**src/rtl/core/sisk_pkg.sv**
```systemverilog
// Shared types and constants for the stable insertion sort block.
package sisk_pkg;

    localparam int DEF_MAX_ENTRIES = 16;
    localparam int DEF_TAG_BITS    = 16;
    localparam int KEY_W           = 32;
    localparam int IO_TAG_W        = 16;
    localparam int TRACK_W         = 4;

    typedef enum logic [1:0] {
        ST_LOAD,
        ST_FIX,
        ST_EMIT
    } state_t;

    // Chain command: insert the incoming record, or shift every cell one place toward the head.
    typedef struct packed {
        logic insert;
        logic shift;
    } chain_ctl_t;

endpackage

```
**src/rtl/core/stable_insertion_sort_by_key.sv**
```systemverilog
// Top level of the stable insertion sorter with a tracked entry.
//
// Records (signed key plus tag) are taken one per cycle while busy is low, at
// each edge with start high. Every record drops straight into its place in a
// chain of MAX_ENTRIES cells: cells whose key is strictly greater than the new
// key shift down one place, so equal keys keep their arrival order. Records
// beyond MAX_ENTRIES are dropped. The record that arrives at the position held
// by the tracked slot register carries a tracked mark through the chain. When
// the record marked last has been taken, busy rises: a fold state first turns
// the tracked mark back into a slot index, then the chain shifts out one record
// per cycle, and each result beat appears in the cycle after the chain shift
// that produced it. Results are shown for exactly one cycle under valid and
// cannot be held off; the final beat of a run carries out_last. A new list may
// start while the final beat is still on the result ports. If the tracked
// record was not part of a list, the tracked slot keeps its old value and no
// beat carries is_tracked.
module stable_insertion_sort_by_key #(
    parameter int MAX_ENTRIES = sisk_pkg::DEF_MAX_ENTRIES,
    parameter int TAG_BITS    = sisk_pkg::DEF_TAG_BITS
) (
    input  logic                                clk,
    input  logic                                rst_n,
    input  logic                                start,
    output logic                                busy,
    input  logic signed [sisk_pkg::KEY_W-1:0]   sort_key,
    input  logic        [sisk_pkg::IO_TAG_W-1:0] entry_tag,
    input  logic                                last,
    output logic                                valid,
    output logic signed [sisk_pkg::KEY_W-1:0]   out_key,
    output logic        [sisk_pkg::IO_TAG_W-1:0] out_tag,
    output logic                                is_tracked,
    output logic        [sisk_pkg::TRACK_W-1:0] tracked_index,
    output logic                                out_last
);
    import sisk_pkg::*;

    localparam int IDX_W = (MAX_ENTRIES > 1) ? $clog2(MAX_ENTRIES) : 1;

    chain_ctl_t          ctl;
    logic                new_flag;
    logic                last_beat;
    logic [IDX_W-1:0]    tslot;
    logic                any_flag;
    logic [IDX_W-1:0]    flag_idx;
    logic [TAG_BITS-1:0] new_tag;

    // per-cell taps of the chain
    logic                    c_valid [MAX_ENTRIES];
    logic signed [KEY_W-1:0] c_key   [MAX_ENTRIES];
    logic [TAG_BITS-1:0]     c_tag   [MAX_ENTRIES];
    logic                    c_flag  [MAX_ENTRIES];
    logic                    c_gt    [MAX_ENTRIES];

    // result beat registers
    logic                    valid_reg;
    logic                    last_reg;
    logic                    tracked_reg;
    logic signed [KEY_W-1:0] key_reg;
    logic [IO_TAG_W-1:0]     tag_reg;
    logic [TRACK_W-1:0]      tidx_reg;

    assign new_tag = TAG_BITS'(entry_tag);

    sisk_ctrl #(
        .MAX_ENTRIES (MAX_ENTRIES)
    ) u_ctrl (
        .clk       (clk),
        .rst_n     (rst_n),
        .start     (start),
        .last      (last),
        .any_flag  (any_flag),
        .flag_idx  (flag_idx),
        .busy      (busy),
        .ctl       (ctl),
        .new_flag  (new_flag),
        .last_beat (last_beat),
        .tslot     (tslot)
    );

    for (genvar i = 0; i < MAX_ENTRIES; i++)
    begin : g_cell
        logic                    p_valid, p_gt, p_flag;
        logic signed [KEY_W-1:0] p_key;
        logic [TAG_BITS-1:0]     p_tag;
        logic                    n_valid, n_flag;
        logic signed [KEY_W-1:0] n_key;
        logic [TAG_BITS-1:0]     n_tag;

        if (i == 0)
        begin : g_head
            // head of chain: a virtual neighbour that always stays put
            assign p_valid = 1'b1;
            assign p_gt    = 1'b0;
            assign p_flag  = 1'b0;
            assign p_key   = sort_key;
            assign p_tag   = new_tag;
        end
        else
        begin : g_mid
            assign p_valid = c_valid[i-1];
            assign p_gt    = c_gt[i-1];
            assign p_flag  = c_flag[i-1];
            assign p_key   = c_key[i-1];
            assign p_tag   = c_tag[i-1];
        end

        if (i == MAX_ENTRIES - 1)
        begin : g_tail
            assign n_valid = 1'b0;
            assign n_flag  = 1'b0;
            assign n_key   = '0;
            assign n_tag   = '0;
        end
        else
        begin : g_body
            assign n_valid = c_valid[i+1];
            assign n_flag  = c_flag[i+1];
            assign n_key   = c_key[i+1];
            assign n_tag   = c_tag[i+1];
        end

        sisk_cell #(
            .TAG_BITS (TAG_BITS)
        ) u_cell (
            .clk        (clk),
            .rst_n      (rst_n),
            .ctl        (ctl),
            .new_key    (sort_key),
            .new_tag    (new_tag),
            .new_flag   (new_flag),
            .prev_valid (p_valid),
            .prev_gt    (p_gt),
            .prev_key   (p_key),
            .prev_tag   (p_tag),
            .prev_flag  (p_flag),
            .nxt_valid  (n_valid),
            .nxt_key    (n_key),
            .nxt_tag    (n_tag),
            .nxt_flag   (n_flag),
            .valid      (c_valid[i]),
            .key        (c_key[i]),
            .tag        (c_tag[i]),
            .flag       (c_flag[i]),
            .gt         (c_gt[i])
        );
    end

    // At most one cell holds the tracked mark: fold it to an index.
    always_comb
    begin
        any_flag = 1'b0;
        flag_idx = '0;
        for (int i = 0; i < MAX_ENTRIES; i++)
        begin
            any_flag = any_flag | c_flag[i];
            flag_idx = flag_idx | (c_flag[i] ? IDX_W'(i) : IDX_W'(0));
        end
    end

    // Result beat: captured from the chain head on each shift.
    always_ff @(posedge clk or negedge rst_n)
    begin
        if (!rst_n)
            valid_reg <= 1'b0;
        else
            valid_reg <= ctl.shift;
    end

    always_ff @(posedge clk)
    begin
        if (ctl.shift)
        begin
            key_reg     <= c_key[0];
            tag_reg     <= IO_TAG_W'(c_tag[0]);
            tracked_reg <= c_flag[0];
            tidx_reg    <= TRACK_W'(tslot);
            last_reg    <= last_beat;
        end
    end

    assign valid         = valid_reg;
    assign out_key       = key_reg;
    assign out_tag       = tag_reg;
    assign is_tracked    = tracked_reg;
    assign tracked_index = tidx_reg;
    assign out_last      = last_reg;

endmodule

```
**src/rtl/core/sisk_cell.sv**
```systemverilog
// One cell of the sorted chain: holds a record and compares it against the incoming key.
module sisk_cell #(
    parameter int TAG_BITS = sisk_pkg::DEF_TAG_BITS
) (
    input  logic                                clk,
    input  logic                                rst_n,
    input  sisk_pkg::chain_ctl_t                ctl,
    input  logic signed [sisk_pkg::KEY_W-1:0]   new_key,
    input  logic        [TAG_BITS-1:0]          new_tag,
    input  logic                                new_flag,
    input  logic                                prev_valid,
    input  logic                                prev_gt,
    input  logic signed [sisk_pkg::KEY_W-1:0]   prev_key,
    input  logic        [TAG_BITS-1:0]          prev_tag,
    input  logic                                prev_flag,
    input  logic                                nxt_valid,
    input  logic signed [sisk_pkg::KEY_W-1:0]   nxt_key,
    input  logic        [TAG_BITS-1:0]          nxt_tag,
    input  logic                                nxt_flag,
    output logic                                valid,
    output logic signed [sisk_pkg::KEY_W-1:0]   key,
    output logic        [TAG_BITS-1:0]          tag,
    output logic                                flag,
    output logic                                gt
);
    import sisk_pkg::*;

    logic                    valid_reg, valid_next;
    logic                    flag_reg, flag_next;
    logic signed [KEY_W-1:0] key_reg, key_next;
    logic [TAG_BITS-1:0]     tag_reg, tag_next;
    logic                    move;

    // strictly greater: equal keys stay ahead of the newcomer
    assign gt   = valid_reg && (key_reg > new_key);
    assign move = valid_reg ? gt : prev_valid;

    always_comb
    begin
        valid_next = valid_reg;
        flag_next  = flag_reg;
        key_next   = key_reg;
        tag_next   = tag_reg;
        if (ctl.shift)
        begin
            valid_next = nxt_valid;
            flag_next  = nxt_flag;
            key_next   = nxt_key;
            tag_next   = nxt_tag;
        end
        else if (ctl.insert && move)
        begin
            valid_next = 1'b1;
            if (prev_gt)
            begin
                flag_next = prev_flag;
                key_next  = prev_key;
                tag_next  = prev_tag;
            end
            else
            begin
                flag_next = new_flag;
                key_next  = new_key;
                tag_next  = new_tag;
            end
        end
    end

    always_ff @(posedge clk or negedge rst_n)
    begin
        if (!rst_n)
        begin
            valid_reg <= 1'b0;
            flag_reg  <= 1'b0;
        end
        else
        begin
            valid_reg <= valid_next;
            flag_reg  <= flag_next;
        end
    end

    always_ff @(posedge clk)
    begin
        key_reg <= key_next;
        tag_reg <= tag_next;
    end

    assign valid = valid_reg;
    assign flag  = flag_reg;
    assign key   = key_reg;
    assign tag   = tag_reg;

endmodule

```
**src/rtl/core/sisk_ctrl.sv**
```systemverilog
// Sequencer: load count, tracked slot register and the load/resolve/emit state machine.
module sisk_ctrl #(
    parameter int MAX_ENTRIES = sisk_pkg::DEF_MAX_ENTRIES,
    localparam int IDX_W      = (MAX_ENTRIES > 1) ? $clog2(MAX_ENTRIES) : 1
) (
    input  logic                 clk,
    input  logic                 rst_n,
    input  logic                 start,
    input  logic                 last,
    input  logic                 any_flag,
    input  logic [IDX_W-1:0]     flag_idx,
    output logic                 busy,
    output sisk_pkg::chain_ctl_t ctl,
    output logic                 new_flag,
    output logic                 last_beat,
    output logic [IDX_W-1:0]     tslot
);
    import sisk_pkg::*;

    localparam int CNT_W = $clog2(MAX_ENTRIES + 1);

    state_t           state_reg, state_next;
    logic [CNT_W-1:0] count_reg, count_next;
    logic [CNT_W-1:0] beat_reg, beat_next;
    logic [IDX_W-1:0] tslot_reg, tslot_next;
    logic             accept;
    logic             full;

    assign full     = (count_reg == CNT_W'(MAX_ENTRIES));
    assign accept   = start && (state_reg == ST_LOAD);
    assign new_flag = (count_reg[IDX_W-1:0] == tslot_reg);
    assign last_beat = ((beat_reg + CNT_W'(1)) == count_reg);

    // next state
    always_comb
    begin
        state_next = state_reg;
        case (state_reg)
            ST_LOAD:
            begin
                if (accept && last)
                    state_next = ST_FIX;
            end
            ST_FIX:
                state_next = ST_EMIT;
            ST_EMIT:
            begin
                if (last_beat)
                    state_next = ST_LOAD;
            end
            default:
                state_next = ST_LOAD;
        endcase
    end

    // outputs
    always_comb
    begin
        busy       = 1'b1;
        ctl.insert = 1'b0;
        ctl.shift  = 1'b0;
        case (state_reg)
            ST_LOAD:
            begin
                busy       = 1'b0;
                ctl.insert = accept && !full;
            end
            ST_FIX:
                busy = 1'b1;
            ST_EMIT:
                ctl.shift = 1'b1;
            default:
                busy = 1'b1;
        endcase
    end

    always_comb
    begin
        count_next = count_reg;
        beat_next  = beat_reg;
        tslot_next = tslot_reg;
        if (ctl.insert)
            count_next = count_reg + CNT_W'(1);
        if (state_reg == ST_FIX)
        begin
            beat_next = '0;
            if (any_flag)
                tslot_next = flag_idx;
        end
        if (ctl.shift)
        begin
            beat_next = beat_reg + CNT_W'(1);
            if (last_beat)
                count_next = '0;
        end
    end

    always_ff @(posedge clk or negedge rst_n)
    begin
        if (!rst_n)
        begin
            state_reg <= ST_LOAD;
            count_reg <= '0;
            beat_reg  <= '0;
            tslot_reg <= '0;
        end
        else
        begin
            state_reg <= state_next;
            count_reg <= count_next;
            beat_reg  <= beat_next;
            tslot_reg <= tslot_next;
        end
    end

    assign tslot = tslot_reg;

endmodule

```
**config.mk**
```make
export PLATFORM = sky130hd
export DESIGN_NAME = stable_insertion_sort_by_key
export DESIGN_NICKNAME = d
export VERILOG_FILES = /design/src/rtl/core/sisk_pkg.sv /design/src/rtl/core/stable_insertion_sort_by_key.sv /design/src/rtl/core/sisk_cell.sv /design/src/rtl/core/sisk_ctrl.sv
export SDC_FILE = /design/constraint.sdc
export NUM_CORES = 2
export LEC_CHECK = 0
export BUFFER_PORTS_ARGS = -buffer_cell sky130_fd_sc_hd__buf_4
export CORE_MARGIN = 2
export CORE_UTILIZATION = 44
export DETAILED_ROUTE_END_ITERATION = 6
export GPL_TIMING_DRIVEN = 1
export HOLD_SLACK_MARGIN = 0.1
export PLACE_DENSITY = 0.56
export SYNTH_ARGS = -nofsm -noshare
export SYNTH_HDL_FRONTEND = slang
export SYNTH_SLANG_ARGS = --single-unit
```
**constraint.sdc**
```tcl
create_clock -name clk -period 12.3 [get_ports clk]
set_clock_uncertainty 0.15 [all_clocks]
set_input_delay 1.23 -clock clk [delete_from_list [all_inputs] [get_ports clk]]
set_output_delay 1.23 -clock clk [all_outputs]
set_load 0.01 [all_outputs]
```
Yosys cells after proc, flatten, opt, wreduce, memory -nomap -nowiden
Index checks and enable logic that the tools add are counted.

Register bits after elaboration: 871. Input port bits: 52. Output and inout bits: 56. Logic and storage cells: 395.

Add/sub/neg operators: 2. Order comparisons: 16. Eq/ne operators: 7. Mux-type cells: 211. Bitwise operators: 29. Reductions and logical operators: 56.

Operator list (number): 32-bit two-way mux (45); 16-bit two-way mux (45); 32-bit > comparator (16); 1-bit two-way mux (99); 1-bit logical AND (35); 2-bit nonzero test (17); 4-bit two-way mux (8); 4-bit OR (7); 5-bit two-way mux (5); 1-bit OR (15); 3-bit two-way mux (4); 5-bit by 1-bit adder with 5-bit output (second input constant) (2); 3-bit OR (3); 2-bit two-way mux (4); 2-bit case mux with 3 select lines (1); 5-bit equality test (1); 5-bit equality test (second input constant) (1); 4-bit equality test (1); 2-bit != test (second input constant) (2); 3-bit by 4-bit OR with 4-bit output (1); 2-bit AND reduction (2); 2-bit by 3-bit OR with 3-bit output (1); 2-bit by 1-bit equality test with 1-bit output (second input constant) (1); 2-bit equality test (second input constant) (1); 4 further kinds (4).

Longest topological paths before layout
Depth in word-level cells: 16. Depth in mapped cells: 14.

Cells and area by module
A second synthesis with hierarchy kept.

Cells, all modules: 5686. Area, all modules: 57052.2 um^2.

By module, submodules not included: sisk_cell at g_cell[0].u_cell ... (times used 14, cells an instance 345, area an instance 3395.8 um^2); sisk_cell at g_cell[9].u_cell (times used 1, cells an instance 345, area an instance 3397.0 um^2); sisk_cell at g_cell[8].u_cell (times used 1, cells an instance 343, area an instance 3390.8 um^2); stable_insertion_sort_by_key (times used 1, cells an instance 70, area an instance 1744.2 um^2); sisk_ctrl (times used 1, cells an instance 98, area an instance 979.7 um^2).

Worst setup path before layout
Ideal clock, no wire load.

Path kind: in2reg. Start point: input sort_key[23] (netlist bit). End point: register g_cell[1].u_cell.key_reg[0] (enable). Data arrival time: 7.183 ns. Required time: 11.630 ns. Path slack: 4.447 ns. Cell stages on the path: 12. Buffers on the path: 3. Path through: clkbuf_1 inv_1 ha_1 a21oi_1 o21ai_0 o21bai_1 a2111o_1 or3b_1 buf_2 clkbuf_1 and3_1 o21ai_0.

Word-level cells in the longest chain between the ends: 5.

RTL lines: start, declared (line stable_insertion_sort_by_key.sv:25) `input logic signed [sisk_pkg::KEY_W-1:0] sort_key,`; 32-bit > comparator (line sisk_cell.sv:35) `assign gt = valid_reg && (key_reg > new_key);`; 1-bit logical AND (line sisk_cell.sv:35); 1-bit two-way mux (line sisk_cell.sv:36) `assign move = valid_reg ? gt : prev_valid;`; 1-bit logical AND (line sisk_cell.sv:51) `else if (ctl.insert && move)`; 2-bit nonzero test (no line); end signal, assigned (line sisk_cell.sv:85) `key_reg <= key_next;`; end, declared (line sisk_cell.sv:30) `logic signed [KEY_W-1:0] key_reg, key_next;`.

Every way passes these cells. A chain may end at the register's enable or synchronous reset.

Worst setup path after layout
Start point: input sort_key[31] (netlist bit). End point: register g_cell[9].u_cell.key_reg[22] (enable).

Word-level cells in the longest chain between the ends: 5.

RTL lines (line): 32-bit > comparator (sisk_cell.sv:35); 1-bit logical AND (sisk_cell.sv:35); 1-bit two-way mux (sisk_cell.sv:36); 1-bit logical AND (sisk_cell.sv:51); 2-bit nonzero test (no line); end signal, assigned (sisk_cell.sv:85); end, declared (sisk_cell.sv:30).

Every way passes these cells.

==> impl_metrics.ini <==
[status]
status = complete, no violations

[layout]
multi_input_area_um2 = 28400
regArea_um2 = 25400
fillers = 11500
final_cell_area_um2 = 61400
fin_cells = 6934
final_nets = 5759
final_common_cell = edfxtp_1
largest_reg_flops = 512
drive_gt1_share_pct = 7.47
final_core_util_pct = 48.8
final_cell_mix = 774 x edfxtp_1, 590 x nand2_1, 518 x ha_1
area_delta_synth_final_pct = 9.79

[floorplanning]
start_util_pct = 44.4
core-area_um2 = 126000
dieArea_um2 = 130000
io_pins = 108
fp.dieH_um = 360
die_w_um = 360
rows = 130

[timing]
worst_pin_slew_ns = 1.29
period_needed_ns = 6.58
slew_headroom_pct = 12.8
period_share_pct = 53.5
slew_violations = 0
final_hold_viol_count = 0
holdWs_ns = 0.307
setup_viol = 0
fmax_ghz = 0.152
rsz0062_at_grt = false
fin_setup_tns_ns = 0

[clock_network]
cts_tree = built
worstSkewPairLatency_ns = 0.75
cts.sinks = 871
ctsHoldBuffers = 0
cts_root_buf = clkbuf_16
cts-buffers-inserted = 103
ctsResizeCount = 0
cts_setup_buffers = 0
clkTransAtPathRegs_ns = 0.06
cts_buffer_depth = 3
htree_levels = 3

[critical_path]
criticalPathCategory = input port to flop
r2r-start = g_cell[9].u_cell.key[31]$_DFFE_PP_
critPathArrivalTime_ns = 6.76
startpoint = sort_key[31]
crit_required_ns = 12.49
crit_path_end_kind = flop
startpoint_type = input port
crit_path_max_fanout = 34

[drt]
routed_wl_um = 218000
drtPass1Iterations = 6
ant_nets = 0
drc_errors = 0
drt-vias-per-instance = 6.71
wl_per_cell_um = 31.4
vias = 46500
drt_iter0_drc = 6568

[global_route]
grt_max_degree = 213
grt_pass1_wl_um = 310000
antenna_found_initial = 9
grt_pass1_vias = 42600
grt_use_total_pct = 32.5
grt_overflow_total = 0

[logic_synthesis]
ys_seq_area_share_pct = 45.5
synth_nets = 5897
synth_edf_count = 774
synth_cells = 5326
syn_area_um2 = 55900
synthDistinctLibCells = 80
synth_area_per_cell_um2 = 10.5
yosysTopAreaCell = edfxtp_1
synthTopCellsByArea = edfxtp_1 42%, ha_1 12%, mux2i_1 5.4%, a221o_1 5.1%, nand2_1 4.0%
synth_seq_cells = 871
synthArstFlopShare_pct = 5.63
netlist.area_leader.share_pct = 41.6
synthFlopType = edfxtp_1
ys_warn_count = 0

[pwr]
power_density_nw_per_um2 = 352
swShare_pct = 47.4
intPower_mw = 11.4
power_frac_seq_pct = 34.5
peakVddDrop_v = 0.000314
switchingPower_mw = 10.2
p_leak_nw = 23.2
pwr-share-comb_pct = 51.0
power.share.clock_pct = 14.6

[hold_path]
min-delay-start = g_cell[0].u_cell.tag[12]$_DFFE_PP_
hold_class = flop to flop

[place]
gp_congestion = 0.968
hpwlAfterDp_um = 142000
io_buffers = 107
place_area_um2 = 58000
dp_cells = 6733

[run]
drv_cap = 0
through the flow:
| step | worst slack [ns] | total power, mW |
|---|---|---|
| after floorplan | 4.45 | 13.7 |
| after global placement | 4.44 | 18.0 |
| after detailed placement | 5.19 | 18.1 |
| after CTS | 5.95 | 21.3 |
| after global routing | 5.76 | 22.6 |
| final | 5.72 | 21.6 |
synth_stat cells, types with 112 or more instances:
master / count
nand2_1: 601
nor2_1: 124
nand4_1: 113
a21oi_1: 289
mux2i_1: 302
a221o_1: 283
edfxtp_1: 774
clkbuf_1: 349
ha_1: 519
nor3b_1: 287
inv_1: 182
a21o_1: 112
o21ai_0: 447
per-layer routing:
layer	routed length (µm)	global-route usage, %
met2	93400	48.3
met3	21800	5.95
met5	0	0
met4	7810	11.3
met1	94600	47.4
final cells by class:
cell class	count	area share, %
tap	1650	3.36
inverter	183	1.12
clock inverter	51	0.805
clock buffer	143	4.66
timing repair buffer	185	2.32
multi-input combinational	3844	46.3
sequential	871	41.4
antenna	7	0.0285
final timing paths:
path	endpoint	slack, ns	cells after the start
max reg2reg	g_cell[9].u_cell.key[22]$_DFFE_PP_	6.37	10
max	g_cell[9].u_cell.key[22]$_DFFE_PP_	5.72	12
min	out_tag[12]$_DFFE_PP_	0.31	0
max in group asynchronous	g_cell[0].u_cell.valid$_DFFE_PN0P_	11.08	1
min in group asynchronous	valid$_DFF_PN0_	0.39	1
min reg2reg	out_tag[12]$_DFFE_PP_	0.31	0
worst max-delay path, cell delays in order:
cell and delay (ns):
buf_4 0.16, inv_1 0.57, ha_1 0.37, nand4_1 0.16, nor3_1 0.78, nand3_1 0.55, a41o_1 0.50, a311o_1 0.38
nand2_4 0.40, o21ai_0 0.31, nand2_4 0.45, buf_4 0.81
power groups by stage:
stage               Clock (mW)  Combinational [mW]  Sequential (mW)
finish                    3.14                11.0             7.44
global route              3.28                11.7             7.56
CTS                       3.18                10.8             7.38
detailed placement           0                10.7             7.41
global placement             0                10.5             7.44
floorplan                    0                7.03             6.69
cells by family (layout without fill, tap and decap cells):
kind of cell    count (synthesis)  after routing  share of synthesized area, %
flops                         871            871                          45.5
compound gates               1555           1555                          19.4
buf+inv                       611            562                          4.33
fa+ha+maj                     519            519                          11.6
xor+xnor                       14             14                         0.219
simple gates                 1448           1448                          13.4
other cells                     0              7                             0
mux                           308            308                          5.55
(Power assumes the default switching activity.)
